`config.mk`:
```
export PLATFORM = sky130hd
export DESIGN_NAME = prbs_lfsr_generator
export DESIGN_NICKNAME = d
export VERILOG_FILES = /design/src/hw/rtl/prbs_pkg.sv /design/src/hw/rtl/prbs_cell.sv /design/src/hw/rtl/prbs_period_cnt.sv /design/src/hw/rtl/prbs_lfsr_generator.sv
export SDC_FILE = /design/constraint.sdc
export NUM_CORES = 1
export LEC_CHECK = 0
export BUFFER_PORTS_ARGS = -buffer_cell sky130_fd_sc_hd__buf_2
export CORE_UTILIZATION = 35
export DETAILED_ROUTE_END_ITERATION = 8
export GPL_TIMING_DRIVEN = 0
export SYNTH_ARGS = -nofsm -noshare
export SYNTH_HDL_FRONTEND = slang
export SYNTH_SLANG_ARGS = --single-unit
```
`constraint.sdc`:
```
create_clock -name clk -period 4.7 [get_ports clk]
set_clock_uncertainty 0.1 [all_clocks]
set_input_delay 0 -clock clk [delete_from_list [all_inputs] [get_ports clk]]
set_output_delay 0 -clock clk [all_outputs]
set_load 0.02 [all_outputs]
```
`src/hw/rtl/prbs_pkg.sv`:
```
// Shared types, register indexes and the feedback tap table for the PRBS generator.
`default_nettype none
package prbs_pkg;

  localparam int ORDER_W   = 5;
  localparam int SEED_W    = 31;
  localparam int CFG_IDX_W = 2;
  localparam int CFG_W     = 31;
  localparam int TAP_W     = 31;

  typedef enum logic [CFG_IDX_W-1:0] {
    CFG_ORDER  = 2'd0,
    CFG_SEED   = 2'd1,
    CFG_INVERT = 2'd2
  } cfg_idx_t;

  typedef struct packed {
    logic load;
    logic update;
    logic shift;
  } cell_ctrl_t;

  localparam logic [TAP_W-1:0] TAP_TABLE [32] = '{
    31'h0, 31'h0,
    31'h3, 31'h5, 31'h9, 31'h9, 31'h21, 31'h41, 31'h71, 31'h21,
    31'h281, 31'h201, 31'h941, 31'h1601, 31'h2111, 31'h4001, 31'hD009,
    (31'h1 << 15) | 31'h1, (31'h1 << 16) | 31'h1, (31'h1 << 17) | 31'h1,
    (31'h1 << 18) | 31'h1, (31'h1 << 19) | 31'h1, (31'h1 << 20) | 31'h1,
    (31'h1 << 21) | 31'h1, (31'h1 << 22) | 31'h1, (31'h1 << 23) | 31'h1,
    (31'h1 << 24) | 31'h1, (31'h1 << 25) | 31'h1, (31'h1 << 26) | 31'h1,
    (31'h1 << 27) | 31'h1, (31'h1 << 28) | 31'h1, (31'h1 << 29) | 31'h1
  };

endpackage
`default_nettype wire

```
`src/hw/rtl/prbs_cell.sv`:
```
// One bit of the shift register: seed load, masking, shift from the lower neighbor.
`default_nettype none
module prbs_cell (
  input  wire logic                  clk,
  input  wire logic                  rst_n,
  input  wire logic                  init_bit,
  input  wire prbs_pkg::cell_ctrl_t  ctrl,
  input  wire logic                  active,
  input  wire logic                  tap,
  input  wire logic                  seed_bit,
  input  wire logic                  shift_in,
  output logic                       eff_out,
  output logic                       tap_out
);

  logic bit_r;
  logic bit_nxt;

  assign eff_out = (ctrl.load ? seed_bit : bit_r) & active;
  assign tap_out = eff_out & tap;

  always_comb begin
    bit_nxt = bit_r;
    if (ctrl.update) begin
      if (ctrl.shift) begin
        bit_nxt = shift_in & active;
      end else if (ctrl.load) begin
        bit_nxt = eff_out;
      end
    end
  end

  always_ff @(posedge clk) begin
    if (!rst_n) begin
      bit_r <= init_bit;
    end else begin
      bit_r <= bit_nxt;
    end
  end

endmodule
`default_nettype wire

```
`src/hw/rtl/prbs_period_cnt.sv`:
```
// Period counter: counts advancing ticks and flags the end of each sequence period.
`default_nettype none
module prbs_period_cnt #(
  parameter int W = 31
) (
  input  wire logic                  clk,
  input  wire logic                  rst_n,
  input  wire prbs_pkg::cell_ctrl_t  ctrl,
  input  wire logic [W-1:0]          period,
  output logic                       period_end,
  output logic [W-1:0]               count
);

  logic [W-1:0] cnt_r;
  logic [W-1:0] cnt_nxt;
  logic [W-1:0] base;
  logic [W:0]   inc;

  assign base       = ctrl.load ? '0 : cnt_r;
  assign inc        = {1'b0, base} + {{W{1'b0}}, 1'b1};
  assign period_end = ctrl.shift && (inc >= {1'b0, period});
  assign count      = cnt_r;

  always_comb begin
    cnt_nxt = cnt_r;
    if (ctrl.update) begin
      if (!ctrl.shift) begin
        cnt_nxt = base;
      end else if (period_end) begin
        cnt_nxt = '0;
      end else begin
        cnt_nxt = inc[W-1:0];
      end
    end
  end

  always_ff @(posedge clk) begin
    if (!rst_n) begin
      cnt_r <= '0;
    end else begin
      cnt_r <= cnt_nxt;
    end
  end

endmodule
`default_nettype wire

```
`src/hw/rtl/prbs_lfsr_generator.sv`:
```
// Fibonacci LFSR PRBS generator, order 2..MAX_ORDER, one bit per transaction.
// The feedback is one XOR reduction over the cell row; each result is registered on acceptance.
// Throughput: one transaction per cycle, unless a held result waits on out_ready.
// Reset (synchronous, rst_n low): order 7, seed 1, no inversion, register 1, count 0,
// output register empty.
`default_nettype none
module prbs_lfsr_generator #(
  parameter int MAX_ORDER = 31
) (
  input  wire logic                           clk,
  input  wire logic                           rst_n,
  input  wire logic                           in_valid,
  output logic                                in_ready,
  input  wire logic                           in_restart,
  output logic                                out_valid,
  input  wire logic                           out_ready,
  output logic                                out_bit,
  output logic                                out_period_end,
  output logic                                out_seed_error,
  input  wire logic                           cfg_we,
  input  wire logic [prbs_pkg::CFG_IDX_W-1:0] cfg_index,
  input  wire logic [prbs_pkg::CFG_W-1:0]     cfg_data
);

  localparam int IDX_W = (MAX_ORDER > 2) ? $clog2(MAX_ORDER) : 1;

  logic [prbs_pkg::ORDER_W-1:0] order_r;
  logic [MAX_ORDER-1:0]         seed_r;
  logic                         invert_r;

  logic [prbs_pkg::ORDER_W-1:0] ord_eff;
  logic [IDX_W-1:0]             top_idx;
  logic [MAX_ORDER-1:0]         active_vec;
  logic [MAX_ORDER-1:0]         tap_vec;
  logic [MAX_ORDER-1:0]         eff_vec;
  logic [MAX_ORDER-1:0]         tap_out_vec;
  logic [MAX_ORDER-1:0]         shift_in_vec;
  logic [prbs_pkg::TAP_W-1:0]   tap_row;
  logic [MAX_ORDER-1:0]         cnt;
  logic                         fb;
  logic                         nonzero;
  logic                         in_fire;
  logic                         pend;
  prbs_pkg::cell_ctrl_t         ctrl;

  logic out_valid_r,  out_valid_nxt;
  logic out_bit_r,    out_bit_nxt;
  logic out_pend_r,   out_pend_nxt;
  logic out_err_r,    out_err_nxt;

  // config writes
  always_ff @(posedge clk) begin
    if (!rst_n) begin
      order_r  <= prbs_pkg::ORDER_W'(7);
      seed_r   <= MAX_ORDER'(1);
      invert_r <= 1'b0;
    end else if (cfg_we) begin
      unique case (cfg_index)
        prbs_pkg::CFG_ORDER:  order_r  <= cfg_data[prbs_pkg::ORDER_W-1:0];
        prbs_pkg::CFG_SEED:   seed_r   <= cfg_data[MAX_ORDER-1:0];
        prbs_pkg::CFG_INVERT: invert_r <= cfg_data[0];
        default: ;
      endcase
    end
  end

  always_comb begin
    ord_eff = order_r;
    if (order_r < prbs_pkg::ORDER_W'(2)) begin
      ord_eff = prbs_pkg::ORDER_W'(2);
    end else if (order_r > prbs_pkg::ORDER_W'(MAX_ORDER)) begin
      ord_eff = prbs_pkg::ORDER_W'(MAX_ORDER);
    end
  end

  assign top_idx = IDX_W'(ord_eff - prbs_pkg::ORDER_W'(1));
  assign tap_row = prbs_pkg::TAP_TABLE[ord_eff];
  assign tap_vec = tap_row[MAX_ORDER-1:0];

  assign in_ready = !out_valid_r || out_ready;
  assign in_fire  = in_valid && in_ready;
  assign nonzero  = |eff_vec;
  assign fb       = ^tap_out_vec;

  assign ctrl.load   = in_restart;
  assign ctrl.update = in_fire;
  assign ctrl.shift  = nonzero;

  assign shift_in_vec = {eff_vec[MAX_ORDER-2:0], fb};

  for (genvar i = 0; i < MAX_ORDER; i++) begin : g_cell
    assign active_vec[i] = (prbs_pkg::ORDER_W'(i) < ord_eff);

    prbs_cell u_cell (
      .clk      (clk),
      .rst_n    (rst_n),
      .init_bit ((i == 0) ? 1'b1 : 1'b0),
      .ctrl     (ctrl),
      .active   (active_vec[i]),
      .tap      (tap_vec[i]),
      .seed_bit (seed_r[i]),
      .shift_in (shift_in_vec[i]),
      .eff_out  (eff_vec[i]),
      .tap_out  (tap_out_vec[i])
    );
  end

  prbs_period_cnt #(
    .W (MAX_ORDER)
  ) u_period_cnt (
    .clk        (clk),
    .rst_n      (rst_n),
    .ctrl       (ctrl),
    .period     (active_vec),
    .period_end (pend),
    .count      (cnt)
  );

  // output register
  always_comb begin
    out_valid_nxt = out_valid_r;
    out_bit_nxt   = out_bit_r;
    out_pend_nxt  = out_pend_r;
    out_err_nxt   = out_err_r;
    if (in_fire) begin
      out_valid_nxt = 1'b1;
      out_bit_nxt   = nonzero && (eff_vec[top_idx] ^ invert_r);
      out_pend_nxt  = pend;
      out_err_nxt   = !nonzero;
    end else if (out_ready) begin
      out_valid_nxt = 1'b0;
    end
  end

  always_ff @(posedge clk) begin
    if (!rst_n) begin
      out_valid_r <= 1'b0;
    end else begin
      out_valid_r <= out_valid_nxt;
    end
  end

  always_ff @(posedge clk) begin
    out_bit_r  <= out_bit_nxt;
    out_pend_r <= out_pend_nxt;
    out_err_r  <= out_err_nxt;
  end

  assign out_valid      = out_valid_r;
  assign out_bit        = out_bit_r;
  assign out_period_end = out_pend_r;
  assign out_seed_error = out_err_r;

`ifndef SYNTHESIS
  a_err_quiet: assert property (@(posedge clk) disable iff (!rst_n)
    out_valid && out_seed_error |-> !out_bit && !out_period_end)
    else $error("seed error result carries data");

  a_fire_flags: assert property (@(posedge clk) disable iff (!rst_n)
    in_fire |=> out_valid && (out_seed_error == !$past(nonzero)))
    else $error("result flags do not follow accepted transaction");

  a_pend_clear: assert property (@(posedge clk) disable iff (!rst_n)
    in_fire && pend |=> cnt == '0)
    else $error("period count not cleared at period end");

  a_zero_hold: assert property (@(posedge clk) disable iff (!rst_n)
    in_fire && !nonzero |=> cnt == '0 || $stable(cnt))
    else $error("period count moved on all-zero register");
`endif

endmodule
`default_nettype wire
```
After elaboration in Yosys (flattened, before gate mapping). Memory sizes are Yosys's and may differ from the RTL's. Cells that the tools add are included.

Memory bits (writable): 0. Bits of input ports: 39. Output and inout port bits: 5. Memory bits (read-only): 992. Memories kept: 1. Register bits: 103. Word-level logic and storage cells: 294. Latch bits: 0.

Bitwise logic cells: 95. $mul: 0. Add/sub/neg operators: 2. Reductions and logical operators: 15. Eq/ne operators: 2. $lt $le $gt $ge: 36. Multiplexer cells: 104. Shifts and indexed selects: 0. Divide/modulo/power cells: 0.

Memories: (no name shown) (depth 32, bits a word 31, read ports 1, clocked after Yosys merged registers in 0, write ports 0, line prbs_lfsr_generator.sv:77) `assign tap_row = prbs_pkg::TAP_TABLE[ord_eff];`.

Operator list (number): two-way mux 31 bit (5); two-way mux 1 bit (96); bitwise AND 1 bit (93); < comparator 5 bit, first input constant (15); < comparator 4 x 5 -> 1 bit, first input constant (8); adder 31 x 1 -> 32 bit, second input constant (1); >= comparator 32 x 31 -> 1 bit (1); OR reduction 31 bit (1); XOR reduction 31 bit (1); < comparator 3 x 5 -> 1 bit, first input constant (4); < comparator 1 x 5 -> 1 bit, first input constant (2); < comparator 2 x 5 -> 1 bit, first input constant (2); two-way mux 5 bit (2); AND reduction 2 bit (4); >= comparator 6 bit, second input constant (1); < comparator 5 x 6 -> 1 bit, second input constant (1); inverter 5 -> 6 bit (1); binary-select mux 1 bit (select 5 bit) (1); greater-than comparator 5 bit, second input constant (1); < comparator 5 x 2 -> 1 bit, second input constant (1); subtractor 5 x 1 -> 5 bit, second input constant (1); nonzero test 2 bit (2); logical AND 1 bit (3); == test 2 x 1 -> 1 bit, second input constant (1); other kinds (5) (6).

Depth between registers and ports, before layout. Gate-level depths: netlist of run 1.

Depth in word-level cells: 11. Gate-level depth with buffers: 22. Depth with buffers taken out: 17.

Modules after synthesis. From an unflattened synthesis of run 1, not the netlist that was laid out.

Cells, all modules: 1060. Area, all modules: 8491.9 um^2.

By module, submodules not included: prbs_period_cnt (seq. area each 620.6 um^2, area an instance 3009.1 um^2, times used 1, cells each 399); prbs_lfsr_generator (seq. area each 850.8 um^2, area an instance 2806.4 um^2, times used 1, cells each 351); prbs_cell (seq. area each 30.0 um^2, area an instance 86.3 um^2, times used 31, cells each 10).

Worst setup path before layout of run 1. OpenSTA, ideal clock, no wires.

Path kind: input port to flip-flop. From: input port in_restart. To: register u_period_cnt.cnt_r[10], in the netlist u_period_cnt.count[10]. Data arrival time: 4299 ps. Path slack: 241 ps. Library setup time: 61 ps. Cell stages on the path: 22. Buffers on the path: 6. Cells stage by stage: buf_6 > buf_2 > clkbuf_1 > clkbuf_1 > clkbuf_1 > nor2_1 > ha_1 > nand3_1 > nor2_1 > nand3_1 > xor2_1 > nor2_1 > ha_1 > a21o_1 > a211o_1 > a211oi_1 > o221a_2 > o21ai_0 > a21o_1 > nor3_1 > buf_2 > a32o_1.

Longest elaborated chain between the ends: 6.

Ends and longest elaborated chain: from (decl) (line prbs_lfsr_generator.sv:14) `input wire logic in_restart,`; two-way mux 31 bit or two-way mux 1 bit (tied branches) (line prbs_period_cnt.sv:19, prbs_cell.sv:19); adder 31 x 1 -> 32 bit or bitwise AND 1 bit (tied branches) (line prbs_period_cnt.sv:20, prbs_cell.sv:19); >= comparator 32 x 31 -> 1 bit or OR reduction 31 bit (tied branches) (line prbs_period_cnt.sv:21, prbs_lfsr_generator.sv:82); logical AND 1 bit (line prbs_period_cnt.sv:21) `assign period_end = ctrl.shift && (inc >= {1'b0, period});`; two-way mux 31 bit (line prbs_period_cnt.sv:29) `end else if (period_end) begin`; two-way mux 31 bit * (line prbs_period_cnt.sv:27) `if (!ctrl.shift) begin`; to (signal assigned) (line prbs_period_cnt.sv:41) `cnt_r <= cnt_nxt;`; to (decl) (line prbs_period_cnt.sv:14) `logic [W-1:0] cnt_r;`.

Mark *: on every way between the ends. The rest lies on a longest branch, timed or not. A chain may end at the register's enable or synchronous reset.

Worst setup path after layout of run 1.
From: register u_period_cnt.cnt_r[7], in the netlist u_period_cnt.count[7]. To: register u_period_cnt.cnt_r[13], in the netlist u_period_cnt.count[13].

Longest elaborated chain between the ends: 6.

Ends and longest elaborated chain: two-way mux 31 bit * (line prbs_period_cnt.sv:19) `assign base = ctrl.load ? '0 : cnt_r;`; adder 31 x 1 -> 32 bit * (line prbs_period_cnt.sv:20) `assign inc = {1'b0, base} + {{W{1'b0}}, 1'b1};`; >= comparator 32 x 31 -> 1 bit (line prbs_period_cnt.sv:21); logical AND 1 bit (line prbs_period_cnt.sv:21); two-way mux 31 bit * (line prbs_period_cnt.sv:29); two-way mux 31 bit * (line prbs_period_cnt.sv:27).

Marks and branches as above.

==> impl_metrics.py, run 1 <==
metrics = {
    "logic_synthesis": {
        "ys_ff_latch": 103,
        "yosysSeqAreaShare": 0.2986,
        "synth_area_per_cell_sq_um": 8.155,
        "synth_flop_cell": "dfxtp_1",
        "synth.distinct_cells": 72,
        "yosys.area.top_type": "dfxtp_1",
        "syn_area_sq_um": 7005,
        "synth_top_cell_area_share": 0.2858,
        "synth_warnings": 0,
        "synth_nets": 932,
        "syn_inst": 859,
        "synthTopCellsByArea": "dfxtp_1 (29%), mux2i_1 (6.9%), ha_1 (6.1%)",
        "synth_edf_count": 3,
        "synthArstFlopShare": 0,
    },
    "grt": {
        "antenna_found_initial": 0,
        "grt_pass1_wl_mm": 37.85,
        "grt_overflow_total": 0,
        "first_global_vias": 6303,
        "grt_util_all_layers": 0.2489,
        "grt_max_degree": 17,
    },
    "cts": {
        "htree_levels": 3,
        "clk_latency_ns": 0.37,
        "clockRootBuffer": "clkbuf_16",
        "clkTransAtPathRegs_ns": 0.07,
        "cts_buffer_depth": 2,
        "cts_sinks": 103,
        "numCtsBuffers": 9,
        "cts_tree": "built",
    },
    "setup_path": {
        "crit_fanout": 10,
        "crit_top_cell": "a21o_1",
        "worstPathCellList": "nor2b_1 -> nand2_1 -> nor2_4 -> nand4_1 -> or3_1 -> a21oi_1 -> ha_1 -> a21o_1 -> a21o_1 -> a211oi_1 -> o221a_2 -> o21ai_0 -> a21o_2 -> nor3_4 -> buf_4 -> a32o_1",
        "startpoint_type": "flop",
        "worst-endpoint-required_ns": 4.91,
        "critPathKind": "reg -> reg",
        "end_kind": "flop",
        "cp_slowest_cell": "dfxtp_1",
        "cp_slowest_stage_delay_ns": 0.37,
        "critPathArrivalTime_ns": 4.67,
    },
    "timing": {
        "setup_tns_ns": 0,
        "rsz0062_at_grt": "false",
        "worst_pin_slew_ns": 1.047,
        "slew_headroom": 0.3002,
        "period_minus_slack_ns": 4.462,
        "final.setup.worst_slack_ns": 0.2382,
        "setup_viol": 0,
        "holdWs_ns": 0.1168,
        "fin_crit_sh": 0.9493,
        "drv_slew": 0,
        "timing.fmax_mhz": 224.1,
        "hold_viol": 0,
    },
    "run_status": {
        "status": "finished, final reports clean",
    },
    "power_and_ir_drop": {
        "p_sw_frac": 0.2664,
        "p_leak_nw": 3.152,
        "clkPwrFrac": 0.415,
        "power.internal_w": 0.001543,
        "peakVddDrop_mv": 0.1821,
        "p_comb_frac": 0.153,
        "sequentialPowerShare": 0.432,
        "p_switching_w": 0.0005602,
        "power-per-cell-area_nw_per_um2": 252.8,
    },
    "routing": {
        "drc": 0,
        "wl_per_cell_um": 19.93,
        "vias": 6777,
        "dr.first_iter.drc_count": 657,
        "postRouteAntennaNets": 0,
        "finalWirelength_mm": 24.34,
        "post_drt_via_cell_ratio": 5.550,
        "first_pass_iters": 6,
    },
    "die": {
        "die_x_um": 143.5,
        "die_y_um": 143.5,
        "die-area_sq_um": 20590,
        "row_count": 51,
        "io_pins": 44,
        "core_sq_um": 19530,
        "start_util": 0.3588,
    },
    "cells_and_area": {
        "area_growth_pct": 18.75,
        "nets": 1024,
        "finalInstanceArea_sq_um": 8319,
        "layout-drive-gt1-share": 0.1276,
        "final_cell_mix": "nand2_1 (100), dfxtp_1 (100), nor2_1 (96)",
        "fin_util": 0.4261,
        "diodes": 0,
    },
    "placed_design": {
        "hpwl_mm": 18.63,
        "io_buffers": 41,
        "routabilityCongestion": 1.013,
        "dp_slack_ns": -1.417,
        "place_area_sq_um": 7542,
    },
    "flow_run": {
        "max_cap_viol_count": 0,
    },
    "worst_hold_path": {
        "min_path_type": "in -> reg",
    },
}
[logic make-up after synthesis]
kind of cell,after synthesis,synth area share
buffers and inverters,78,0.05662
DFF,103,0.2986
AOI/OAI and AO/OA,189,0.1904
and+or+nand+nor,356,0.2497
xor gates and xnor gates,34,0.04251
other,2,0.001072
muxes,63,0.1004
adders and majority gates,34,0.06073
[stage by stage]
step                      std cells  power, W
after global routing           1221  0.002179
after detailed placement       1165  0.001218
after global placement         1165  0.001217
after CTS                      1221  0.002115
after floorplan                 859  0.001117
final                          1221  0.002103
[cell type report]
| cell class | count | area (sq um) |
|---|---|---|
| buffer | 57 | 327.8 |
| clock buffer | 11 | 232.7 |
| clock inverter | 5 | 105.1 |
| fill | 2047 | 11210 |
| inverter | 20 | 75.07 |
| multi-input combinational | 678 | 4549 |
| sequential | 103 | 2092 |
| tap | 265 | 331.6 |
| timing repair buffer | 82 | 605.6 |
[state kept, by name (all words and copies together) (netlist names)]
register             count
u_period_cnt.count      31
out_bit                  1
seed_r                  31
g_cell.u_cell.bit_r     31
out_valid                1
out_seed_error           1
order_r                  5
out_period_end           1
invert_r                 1
[worst paths after layout]
path,startpoint,endpoint,slack [ns],cells past startpoint
setup / recovery,u_period_cnt.count[7],u_period_cnt.count[13],0.24,16
hold / removal,rst_n,u_period_cnt.count[6],0.12,2
setup reg to reg,u_period_cnt.count[7],u_period_cnt.count[13],0.24,16
hold reg to reg,seed_r[26],seed_r[26],0.36,2
[Yosys cell counts (all sizes together), types with 13 or more instances]
| cell | n |
|---|---|
| inv | 19 |
| nor2 | 100 |
| a21oi | 69 |
| a21o | 16 |
| nand2 | 101 |
| mux2i | 50 |
| a32o | 26 |
| clkbuf | 27 |
| nor3 | 26 |
| ha | 34 |
| xor2 | 13 |
| dfxtp | 100 |
| o21ai | 19 |
| nand2b | 27 |
| buf | 31 |
| nand4 | 20 |
| nand3 | 25 |
| xnor2 | 21 |
[per-layer routing]
metal,global-route usage,vias up,share of wire
met1,0.3316,3125,0.45
met2,0.3947,306,0.44
met5,0,-,0
met4,0.09351,0,0.032
li1,-,3291,-
met3,0.04965,55,0.072
[power groups by stage]
stage	sequential, W	clock (W)	combinational, W
global route	0.000911	0.000920	0.000348
CTS	0.000909	0.000887	0.000318
detailed placement	0.000930	0	0.000289
floorplan	0.000928	0	0.000189
finish	0.000909	0.000872	0.000321
global placement	0.000929	0	0.000288
[what timing repair did]
item                       in CTS  in global routing
setup endpoints to repair      32                 27
setup buffers                   3                  1
pin swaps                       1                  1
hold buffers                   37                  0
gates resized for setup        12                  6
hold endpoints to repair       38                  0
[critical path: cells and delay by family, from the launching register on]
kind / cells / cell delay (ns)
compound gates: 8 / 1.72
simple gates: 6 / 1.66
flops: 1 / 0.37
fa+ha+maj: 1 / 0.31
buf+inv: 1 / 0.23
No activity file was read; power rests on OpenSTA's default activity.
==> run 2: changes to the inputs <==
--- a/config.mk
+++ b/config.mk
@@ -6,9 +6,11 @@
 export NUM_CORES = 1
 export LEC_CHECK = 0
 export BUFFER_PORTS_ARGS = -buffer_cell sky130_fd_sc_hd__buf_2
+export CORE_MARGIN = 2
 export CORE_UTILIZATION = 35
 export DETAILED_ROUTE_END_ITERATION = 8
 export GPL_TIMING_DRIVEN = 0
+export RECOVER_POWER = 50
 export SYNTH_ARGS = -nofsm -noshare
 export SYNTH_HDL_FRONTEND = slang
 export SYNTH_SLANG_ARGS = --single-unit
==> constraint.sdc (replaced) <==
create_clock -name clk -period 4.9 [get_ports clk]
set_clock_uncertainty 0.1 [all_clocks]
set_input_delay 0 -clock clk [delete_from_list [all_inputs] [get_ports clk]]
set_output_delay 0 -clock clk [all_outputs]
set_load 0.02 [all_outputs]
==> run 2 against run 1 <==
Effect of this change: non-clock buffer count down 1; sequential share of layout area rose by 0.28 points; sequential power decreased by 4.0%; register-to-register slack worse by 0.07 ns; cell area fell by 1.1%; via count grew 0.31%; critical path depth shrank 2; count of clock-buffer cells in the layout fell by 1; global-route usage down 1.5 points; power shrank 8.3%; worst hold slack got worse by 0.018 ns.
==> impl_metrics.py, run 2 (synthesis gave the netlist of run 1 again) <==
metrics = {
    "routing": {
        "first_pass_iters": 6,
        "postRouteAntennaNets": 0,
        "drc": 0,
        "dr.first_iter.drc_count": 633,
        "vias": 6798,
        "finalWirelength_mm": 24.91,
        "post_drt_via_cell_ratio": 5.572,
        "wl_per_cell_um": 20.42,
    },
    "setup_path": {
        "crit_family": "buffers and inverters",
        "reg2reg_from": "order_r[4]",
        "end_kind": "flop",
        "cp.buffers_inverters": 5,
        "critPathKind": "reg -> reg",
        "critical_path.startpoint": "order_r[4]",
        "worst-endpoint-required_ns": 5.05,
        "cp_slowest_cell": "buf_1",
        "critPathArrivalTime_ns": 4.88,
        "crit_fanout": 10,
        "startpoint_type": "flop",
        "cp_slowest_stage_delay_ns": 0.56,
        "worstPathCellList": "buf_6 -> clkbuf_1 -> clkbuf_1 -> buf_1 -> o21ai_0 -> ha_1 -> nand4_1 -> or2_2 -> o221a_2 -> o21ai_0 -> a21o_2 -> nor3_4 -> buf_2 -> a32o_1",
    },
    "die": {
        "die_y_um": 145.5,
        "die_x_um": 145.5,
        "start_util": 0.3588,
        "core_sq_um": 19530,
        "die-area_sq_um": 21160,
        "row_count": 51,
        "io_pins": 44,
    },
    "timing": {
        "final.setup.worst_slack_ns": 0.1693,
        "rsz0062_at_grt": "false",
        "slew_headroom": 0.2536,
        "worst_pin_slew_ns": 1.117,
        "fin_crit_sh": 0.9655,
        "hold_viol": 0,
        "timing.fmax_mhz": 211.4,
        "setup_viol": 0,
        "drv_slew": 0,
        "period_minus_slack_ns": 4.731,
    },
    "cts": {
        "htree_levels": 3,
        "numCtsBuffers": 9,
        "cts_buffer_depth": 2,
        "cts_tree": "built",
        "clkTransAtPathRegs_ns": 0.08,
        "cts_sinks": 103,
        "clk_latency_ns": 0.37,
        "clockRootBuffer": "clkbuf_16",
    },
    "grt": {
        "grt_overflow_total": 0,
        "grt_max_degree": 18,
        "grt_util_all_layers": 0.2338,
        "first_global_vias": 6474,
        "grt_pass1_wl_mm": 38.25,
        "antenna_found_initial": 0,
    },
    "placed_design": {
        "io_buffers": 41,
        "dp_slack_ns": -1.340,
        "dp_cells": 1165,
        "hpwl_mm": 19.09,
        "place_area_sq_um": 7542,
        "routabilityCongestion": 0.9903,
    },
    "worst_hold_path": {
        "min_path_type": "in -> reg",
        "min_from": "rst_n",
    },
    "cells_and_area": {
        "instances_no_fill": 1220,
        "multi_input_area_sq_um": 4544,
        "finalInstanceArea_sq_um": 8229,
        "layout_commonest_cell": "nand2_1",
        "diodes": 0,
        "seqCellArea_sq_um": 2092,
        "final_cell_mix": "nand2_1 (101), dfxtp_1 (100), nor2_1 (96)",
        "area_growth_pct": 17.47,
        "nets": 1023,
        "fin_util": 0.4214,
        "layout-drive-gt1-share": 0.1141,
        "fillCellCount": 2044,
    },
    "run_status": {
        "status": "finished, final reports clean",
    },
    "power_and_ir_drop": {
        "p_leak_nw": 3.094,
        "power-per-cell-area_nw_per_um2": 234.4,
        "peakVddDrop_mv": 0.1536,
        "total_power_w": 0.001929,
    },
    "flow_run": {
        "max_cap_viol_count": 0,
    },
}
## run 2: cell types whose count changed in the layout (fill, tap and decap cells not counted), sizes merged
cell and delta:
buf -17, clkinvlp +1, inv +1, bufinv -2, clkbuf +15, clkinv +1
## run 2: what timing repair did
item                                    CTS  global route
endpoints found under the setup margin   30            25
hold buffers                             37             0
resized for setup                         8             3
pin swaps                                 1             0
cloned                                    0             0
setup buffers                             1             2
endpoints found under the hold margin    38             0
## run 2: cell type report
type                       instances  share of cell area
clock inverter                     6            0.008362
buffer                            57             0.03619
multi-input combinational        678              0.5522
inverter                          20            0.009123
timing repair buffer              81             0.07177
sequential                       103              0.2542
clock buffer                      10             0.02782
tap                              265             0.04029
## run 2: per-stage QoR
stage                     setup TNS [ns]  hold slack (ns)
after detailed placement          -34.37           0.1466
final                                  0          0.09898
after floorplan                        0          0.02397
after global routing                   0           0.1014
after global placement            -33.14           0.1402
after CTS                              0          0.08303
## run 2: power by group
part / switching (W) / internal [W] / leakage, nW
clock network: 0.000351 / 0.000401 / 0.145
registers: 0.0000134 / 0.000859 / 0.840
logic: 0.000191 / 0.000114 / 2.11
## run 2: path summary, 6_finish.rpt
path                       endpoint  slack, ns  depth (start not counted)
min reg2reg              seed_r[15]       0.36                          2
max          u_period_cnt.count[11]       0.17                         14
min           u_period_cnt.count[8]        0.1                          2
max reg2reg  u_period_cnt.count[11]       0.17                         14
## run 2: routing by layer
layer,up-vias,share of wire,track usage
met2,248,0.46,0.3773
li1,3293,-,-
met4,0,0.017,0.06225
met3,35,0.060,0.03448
met5,-,0,0
met1,3222,0.46,0.3270
